==> config.mk <==
export PLATFORM = sky130hd
export DESIGN_NAME = day_count_to_calendar_date_top
export DESIGN_NICKNAME = d
export VERILOG_FILES = /design/src/hdl/dcc_pkg.sv /design/src/hdl/day_count_to_calendar_date_top.sv /design/src/hdl/dcc_datapath.sv /design/src/hdl/dcc_ctrl.sv
export VERILOG_INCLUDE_DIRS = /design/src /design/src/hdl
export SDC_FILE = /design/constraint.sdc
export NUM_CORES = 1
export LEC_CHECK = 0
export BUFFER_PORTS_ARGS = -buffer_cell sky130_fd_sc_hd__buf_2
export CORE_MARGIN = 1.5
export CORE_UTILIZATION = 52
export CTS_CLUSTER_SIZE = 20
export DETAILED_ROUTE_END_ITERATION = 8
export GPL_TIMING_DRIVEN = 0
export HOLD_SLACK_MARGIN = 0.05
export PLACE_DENSITY = 0.75
export SLEW_MARGIN = 20
export SYNTH_ARGS = -nofsm -noshare
export SYNTH_HDL_FRONTEND = slang
export SYNTH_SLANG_ARGS = --single-unit
==> constraint.sdc <==
create_clock -name clk -period 3 [get_ports clk]
set_input_delay 0.6 -clock clk [delete_from_list [all_inputs] [get_ports clk]]
set_output_delay 0.6 -clock clk [all_outputs]
set_load 0.02 [all_outputs]
==> src/hdl/assert_macros.svh <==
// ----------------------------------------------------------------------------
// Assertion macros
// Shared concurrent assertion forms, clocked on clk and held off during reset.
// ----------------------------------------------------------------------------
`ifndef ASSERT_MACROS_SVH
`define ASSERT_MACROS_SVH

// The consequent must hold in the same cycle as the antecedent.
`define DCC_ASSERT_SAME(lbl, ante, cons, msg) \
  lbl: assert property (@(posedge clk) disable iff (!rst_n) (ante) |-> (cons)) \
    else $error(msg);

// The consequent must hold in the cycle after the antecedent.
`define DCC_ASSERT_NEXT(lbl, ante, cons, msg) \
  lbl: assert property (@(posedge clk) disable iff (!rst_n) (ante) |=> (cons)) \
    else $error(msg);

`endif

==> src/hdl/dcc_pkg.sv <==
// ----------------------------------------------------------------------------
// dcc_pkg
// Types, constants and helper functions of the day count to date converter.
// ----------------------------------------------------------------------------
package dcc_pkg;

  localparam int DAY_COUNT_BITS = 17;
  localparam int YEAR_BITS      = 12;
  localparam int MONTH_BITS     = 4;
  localparam int DAY_BITS       = 5;

  localparam int EPOCH_YEAR = 1970;

  typedef logic [DAY_COUNT_BITS-1:0] day_cnt_t;
  typedef logic [YEAR_BITS-1:0]      year_t;
  typedef logic [MONTH_BITS-1:0]     month_t;
  typedef logic [DAY_BITS-1:0]       dom_t;
  typedef logic [8:0]                ylen_t;
  typedef logic [1:0]                mod4_t;
  typedef logic [6:0]                mod100_t;
  typedef logic [8:0]                mod400_t;

  localparam ylen_t   YEAR_DAYS   = 9'd365;
  localparam month_t  LAST_MONTH  = 4'd11;
  localparam month_t  FEB_IDX     = 4'd1;

  // Residues of the epoch year, advanced by one with every year stepped.
  localparam mod4_t   MOD4_INIT   = mod4_t'(EPOCH_YEAR % 4);
  localparam mod100_t MOD100_INIT = mod100_t'(EPOCH_YEAR % 100);
  localparam mod400_t MOD400_INIT = mod400_t'(EPOCH_YEAR % 400);
  localparam mod100_t MOD100_LAST = mod100_t'(99);
  localparam mod400_t MOD400_LAST = mod400_t'(399);

  typedef struct packed {
    logic load;
    logic year_step;
    logic month_step;
  } dcc_cmd_t;

  typedef struct packed {
    logic year_more;
    logic month_more;
  } dcc_sts_t;

  function automatic dom_t month_len(input month_t idx, input logic leap);
    dom_t len;
    case (idx)
      4'd0, 4'd2, 4'd4, 4'd6, 4'd7, 4'd9, 4'd11: len = 5'd31;
      4'd3, 4'd5, 4'd8, 4'd10:                   len = 5'd30;
      4'd1:                                      len = leap ? 5'd29 : 5'd28;
      default:                                   len = 5'd31;
    endcase
    return len;
  endfunction

endpackage

==> src/hdl/day_count_to_calendar_date_top.sv <==
// ----------------------------------------------------------------------------
// day_count_to_calendar_date_top
// Converts a day count since the 1970 epoch into a Gregorian date.
// ----------------------------------------------------------------------------
// An item is taken when start is high and busy is low. The block then steps
// one calendar year per cycle, subtracting 365 or 366 days, and afterwards one
// month per cycle. The result is registered and appears on the out_ ports
// after the year steps, the move to month stepping, the month steps and the
// return to idle. No new item is taken while busy is high, so items do not
// overlap: the next one can start only once this result is shown. The result
// is shown for exactly one cycle with out_valid high and cannot be held off,
// so the receiver must take it in that cycle. busy is already low during
// that cycle, and a new item may be started in it. Count 0 gives 1970-01-00.

module day_count_to_calendar_date_top (
  input  logic                         clk,
  input  logic                         rst_n,
  input  logic                         start,
  output logic                         busy,
  input  logic [dcc_pkg::DAY_COUNT_BITS-1:0] in_day_count,
  output logic                         out_valid,
  output logic [dcc_pkg::YEAR_BITS-1:0]  out_year,
  output logic [dcc_pkg::MONTH_BITS-1:0] out_month,
  output logic [dcc_pkg::DAY_BITS-1:0]   out_day_of_month
);

  dcc_pkg::dcc_cmd_t cmd;
  dcc_pkg::dcc_sts_t sts;

  dcc_ctrl u_ctrl (
    .clk   (clk),
    .rst_n (rst_n),
    .start (start),
    .sts   (sts),
    .cmd   (cmd),
    .busy  (busy),
    .done  (out_valid)
  );

  dcc_datapath u_datapath (
    .clk          (clk),
    .rst_n        (rst_n),
    .day_count    (in_day_count),
    .cmd          (cmd),
    .sts          (sts),
    .year         (out_year),
    .month        (out_month),
    .day_of_month (out_day_of_month)
  );

endmodule

==> src/hdl/dcc_datapath.sv <==
// ----------------------------------------------------------------------------
// dcc_datapath
// Remaining-day register, year counter with leap residues, and month index.
// ----------------------------------------------------------------------------
`include "assert_macros.svh"

module dcc_datapath (
  input  logic                      clk,
  input  logic                      rst_n,
  input  dcc_pkg::day_cnt_t         day_count,
  input  dcc_pkg::dcc_cmd_t         cmd,
  output dcc_pkg::dcc_sts_t         sts,
  output dcc_pkg::year_t            year,
  output dcc_pkg::month_t           month,
  output dcc_pkg::dom_t             day_of_month
);

  dcc_pkg::day_cnt_t rest_r, rest_nxt;
  dcc_pkg::year_t    year_r, year_nxt;
  dcc_pkg::mod4_t    mod4_r, mod4_nxt;
  dcc_pkg::mod100_t  mod100_r, mod100_nxt;
  dcc_pkg::mod400_t  mod400_r, mod400_nxt;
  dcc_pkg::month_t   mon_r, mon_nxt;

  logic              leap;
  dcc_pkg::ylen_t    ylen;
  dcc_pkg::dom_t     mlen;

  // Leap year: divisible by 400, or by 4 but not by 100.
  assign leap = (mod400_r == '0) || ((mod100_r != '0) && (mod4_r == '0));
  assign ylen = dcc_pkg::YEAR_DAYS + dcc_pkg::ylen_t'(leap);
  assign mlen = dcc_pkg::month_len(mon_r, leap);

  assign sts.year_more  = rest_r > dcc_pkg::day_cnt_t'(ylen);
  assign sts.month_more = (rest_r > dcc_pkg::day_cnt_t'(mlen)) &&
                          (mon_r < dcc_pkg::LAST_MONTH);

  always_comb begin
    rest_nxt   = rest_r;
    year_nxt   = year_r;
    mod4_nxt   = mod4_r;
    mod100_nxt = mod100_r;
    mod400_nxt = mod400_r;
    mon_nxt    = mon_r;
    if (cmd.load) begin
      rest_nxt   = day_count;
      year_nxt   = dcc_pkg::year_t'(dcc_pkg::EPOCH_YEAR);
      mod4_nxt   = dcc_pkg::MOD4_INIT;
      mod100_nxt = dcc_pkg::MOD100_INIT;
      mod400_nxt = dcc_pkg::MOD400_INIT;
      mon_nxt    = '0;
    end else if (cmd.year_step) begin
      rest_nxt   = rest_r - dcc_pkg::day_cnt_t'(ylen);
      year_nxt   = year_r + 1'b1;
      mod4_nxt   = mod4_r + 1'b1;
      mod100_nxt = (mod100_r == dcc_pkg::MOD100_LAST) ? '0 : mod100_r + 1'b1;
      mod400_nxt = (mod400_r == dcc_pkg::MOD400_LAST) ? '0 : mod400_r + 1'b1;
    end else if (cmd.month_step) begin
      rest_nxt = rest_r - dcc_pkg::day_cnt_t'(mlen);
      mon_nxt  = mon_r + 1'b1;
    end
  end

  always_ff @(posedge clk) begin
    rest_r   <= rest_nxt;
    year_r   <= year_nxt;
    mod4_r   <= mod4_nxt;
    mod100_r <= mod100_nxt;
    mod400_r <= mod400_nxt;
    mon_r    <= mon_nxt;
  end

  assign year         = year_r;
  assign month        = mon_r + 1'b1;
  assign day_of_month = rest_r[dcc_pkg::DAY_BITS-1:0];

  `DCC_ASSERT_SAME(a_month_step_in_range, cmd.month_step, mon_r < dcc_pkg::LAST_MONTH, "month step past December")
  `DCC_ASSERT_NEXT(a_year_step_shrinks, cmd.year_step, rest_r < $past(rest_r), "year step did not reduce remaining days")

endmodule

==> src/hdl/dcc_ctrl.sv <==
// ----------------------------------------------------------------------------
// dcc_ctrl
// Sequencer: load, step years, step months, then strobe the result.
// ----------------------------------------------------------------------------
`include "assert_macros.svh"

module dcc_ctrl (
  input  logic               clk,
  input  logic               rst_n,
  input  logic               start,
  input  dcc_pkg::dcc_sts_t  sts,
  output dcc_pkg::dcc_cmd_t  cmd,
  output logic               busy,
  output logic               done
);

  localparam logic [1:0] S_IDLE  = 2'd0;
  localparam logic [1:0] S_YEAR  = 2'd1;
  localparam logic [1:0] S_MONTH = 2'd2;

  logic [1:0] state_r, state_nxt;
  logic       done_r, done_nxt;

  always_comb begin
    state_nxt = state_r;
    done_nxt  = 1'b0;
    cmd       = '0;
    unique case (state_r)
      S_IDLE: begin
        if (start) begin
          cmd.load  = 1'b1;
          state_nxt = S_YEAR;
        end
      end
      S_YEAR: begin
        if (sts.year_more) begin
          cmd.year_step = 1'b1;
        end else begin
          state_nxt = S_MONTH;
        end
      end
      S_MONTH: begin
        if (sts.month_more) begin
          cmd.month_step = 1'b1;
        end else begin
          done_nxt  = 1'b1;
          state_nxt = S_IDLE;
        end
      end
      default: begin
        state_nxt = S_IDLE;
      end
    endcase
  end

  always_ff @(posedge clk) begin
    if (!rst_n) begin
      state_r <= S_IDLE;
      done_r  <= 1'b0;
    end else begin
      state_r <= state_nxt;
      done_r  <= done_nxt;
    end
  end

  assign busy = (state_r != S_IDLE);
  assign done = done_r;

  `DCC_ASSERT_NEXT(a_done_single, done_r, !done_r, "result strobe lasted more than one cycle")
  `DCC_ASSERT_NEXT(a_start_enters_year, start && !busy, state_r == S_YEAR, "accepted item did not start year stepping")
  `DCC_ASSERT_SAME(a_done_when_idle, done_r, state_r == S_IDLE, "result strobe outside idle")

endmodule
==> impl_results.md <==
* First-pass GRT wire length at about 13000 um
* I/O Pins at 43
* RSZ-0062 raised after global routing: true
* Die area at 0.006717 mm2
* Pwr Density at ~770 mW/mm2
* Crit path time final at 3.122 ns
* Final worst path period share at 104.1%
* WL per Instance at about 17 um
* Pre-antenna DRT Iters at 5
* Most frequent cells in the layout: nand2_1, buf_2, nor2_1, dfxtp_1, buf_4
* Worst R2R Setup Slack at -0.12 ns
* CTS clk-pin slew, worst paths at 0.11 ns
* Width of the die at 81.96 um
* Port-buffer cells at 42
* Design area at around 0.0042 mm2
* Critical path class: flop to flop
* Core Area at a little under 0.006 mm2
* R2R Path End: u_datapath.rest_r[3]
* Layout area overhead at 29.95%
* Vias in the first global route at about 2800
* Dpl cell area at roughly 0.0036 mm2
* Vias post-DR at 3116
* CTS tree: built
* Hold path cells at 2
* Violated checks: negative setup slack
* R2r worst-path depth at 14
* Post-DRT Antenna Nets at 0
* Initial DRC count at 281
* Most common cell after layout, fill and taps aside: nand2_1
* CP required at 3.17 ns
* Die Y at 81.96 um
* Critical Path AT at 3.30 ns
* Critical path, cell by cell: nor4_4 -> and3_4 -> a21oi_4 -> buf_6 -> ha_4 -> nor4bb_4 -> nand4_1 -> o21a_4 -> o21ai_4 -> buf_6 -> buf_8 -> mux2i_2 -> nand4b_1 -> o211ai_1
* Most common cell on crit path: buf_6
* Main synth FF type: dfxtp_1
* Final setup skew at 0.01497 ns
* Worst-Margin Slew at 0.6297 ns
* Slew headroom at 58.02%
* Worst path max stage delay at 0.38 ns
* Post-synthesis register bit count at 54
* Clock sinks at 54
* Clock latency on the worst-skew pair at 0.33 ns
* DPL Wire Length at 5486 um
* Initial antenna violation count at 0
* Avg Cell Area, Syn at 8.715 um2
* Final hold violations at 0
* MaxCap Viol Count at 0
* Netlist cell types at 52
* Cell family with most CP delay: simple AND/OR/NAND/NOR gates
* Final Util at 70.74%
* Sequential area share after synthesis at between 30% and 40%
* Class of the worst hold path: flop to flop
* Number of vias per cell at 5.958
* Crit end category: flop
* Post-synth top area share at a little under a quarter
* Reg-to-Reg Start: u_datapath.mod400_r[3]
* Starting Density at between 50% and 60%
* Max Root-Sink Buffers at 2
* Clock tree root buffer cell: clkbuf_8
* CP Buf/Inv Count at 3
* Hold path endpoint: u_datapath.mod100_r[0]
* GRT Total Usage at ~26%
* Final GP Congestion at 0.9242
* Slew Viols, Final at 0
* Post-synth ARST share at 0%
* Gate Count Post-Synth at 372
* Ranking of synthesized cells by area: dfxtp_1, edfxtp_1, xor2_1, nand2_1, ha_1
* NumNets Final at 483
* # rows at 28
* Syn_nets at 408
* Mapped cell area at 0.003242 mm2
* Pin count of the biggest net entering global routing at 18
* Hold Crit Start: u_datapath.mod100_r[0]
* Worst vdd ir at 474.0 uV
* Layout cells sized above 1 at a little under a third
* CP max-delay cell: dfxtp_4
* Finished Layout Cells at 523
* Synth area leader: dfxtp_1
* H-tree Lvls at 2
* N_diodes at 0
* Post-synth EDFFs at 17
* Yosys warning total at 0
* CTS Hold Bufs at 0
* Final worst setup slack at -0.1221 ns
* Endpoints failing setup at 16
* DRC at 0
* Drt total wl at 9073 um
* CP Launch Type: flop
* Crit path max fanout at 5
* # placed instances at 489
* Gr ovfl total at 0
* Fmax at 320.3 MHz
* TritonCTS buffer count at 5
* Outcome: finished, violations left
* Leakage at between 1.5 and 2 nW
[flip-flops by register name, indices dropped and copies added, names as in the netlist]
register,count
u_datapath.rest_r,17
u_datapath.year,12
u_datapath.mod400_r,9
u_datapath.mod100_r,7
u_datapath.mon_r,4
u_ctrl.state_r,2
u_datapath.mod4_r,2
u_ctrl.done,1
[layout make-up]
class / instances / area (um2)
Fill cell: 431 / 1743
Buffer: 19 / 127.6
Inverter: 16 / 62.56
Sequential cell: 54 / 1274
Multi-Input combinational cell: 283 / 2072
Tap cell: 75 / 93.84
Clock buffer: 5 / 68.82
Clock inverter: 3 / 68.82
Timing Repair Buffer: 68 / 445.4
[cells in the mapped netlist, types with 2 or more instances]
library cell / number
nor3b_1: 2
nor4_1: 4
nor2_1: 39
nor2b_1: 4
ha_1: 14
o311ai_0: 2
a31oi_1: 4
nand2_1: 47
nor3_1: 6
mux2i_1: 9
and3_1: 8
o211ai_1: 7
nand4_1: 9
or3_1: 4
edfxtp_1: 17
and2_1: 4
nand3_1: 14
or3b_2: 2
a22o_1: 2
xor2_1: 21
buf_4: 6
xnor2_1: 13
or4_1: 4
dfxtp_1: 37
o21a_1: 3
a21oi_1: 17
o21ai_0: 14
and4_1: 3
fa_1: 2
a221oi_1: 2
buf_2: 2
nand2b_1: 5
inv_1: 16
clkbuf_1: 11
[worst register-to-register path, delay by kind of cell (launching register included)]
| kind | cells | cell delay, ns |
|---|---|---|
| buffers and inverters | 3 | 0.47 |
| muxes | 1 | 0.23 |
| AOI/OAI and AO/OA | 4 | 0.60 |
| adders and majority gates | 1 | 0.26 |
| and+or+nand+nor | 5 | 1.04 |
| DFF | 1 | 0.38 |
[cell families after synthesis]
logic type      count (synthesis)  share of synthesized area (%)
simple gates                  161                          24.82
compound gates                 62                          12.81
flops                          54                          38.60
buf+inv                        36                          5.172
xor+xnor                       34                          9.186
fa+ha+maj                      16                          6.638
mux                             9                          2.779
[metrics by stage]
stage	total power, mW	setup WS [ns]	hold slack, ns	TNS, ns
floorplan	1.903	0.03509	0.4622	0
global placement	2.144	-0.7239	0.4743	-29.86
detailed placement	2.182	-0.7414	0.4894	-31.14
CTS	2.903	-0.03164	0.5029	-0.03164
global route	3.430	-0.2896	0.5349	-7.154
finish	3.254	-0.1221	0.5211	-0.8429
[what timing repair did]
| action | in CTS | in global routing |
|---|---|---|
| pin swaps | 7 | 28 |
| resized for setup | 34 | 48 |
| cloned | 2 | 0 |
| buffers inserted | 6 | 19 |
| endpoints found under the setup margin | 67 | 44 |
[per-layer routing]
layer  vias up  share of wire (%)  track usage, %
li1       1461                  -               -
met1      1475                 40           32.12
met2       148                 50           44.75
met3        32                6.9           4.222
met4         0                2.9           8.136
met5         -                  0               0
[how the worst max path moves through the flow]
stage / cells after the start / end / startpoint
final: 14 / u_datapath.rest_r[3] / u_datapath.mod400_r[3]
after global routing: 13 / u_datapath.rest_r[8] / u_datapath.mod400_r[3]
after CTS: 13 / u_datapath.rest_r[3] / u_datapath.mod400_r[2]
after detailed placement: 13 / u_datapath.rest_r[11] / u_datapath.mod400_r[2]
after global placement: 13 / u_datapath.rest_r[11] / u_datapath.mod400_r[2]
after floorplan: 13 / u_datapath.rest_r[11] / u_datapath.mod400_r[2]
[where the power goes]
part	switching, mW	internal (mW)
Clock	0.270	0.335
Sequential	0.206	0.945
Combinational	0.781	0.717
No activity file was read; power rests on OpenSTA's default activity.
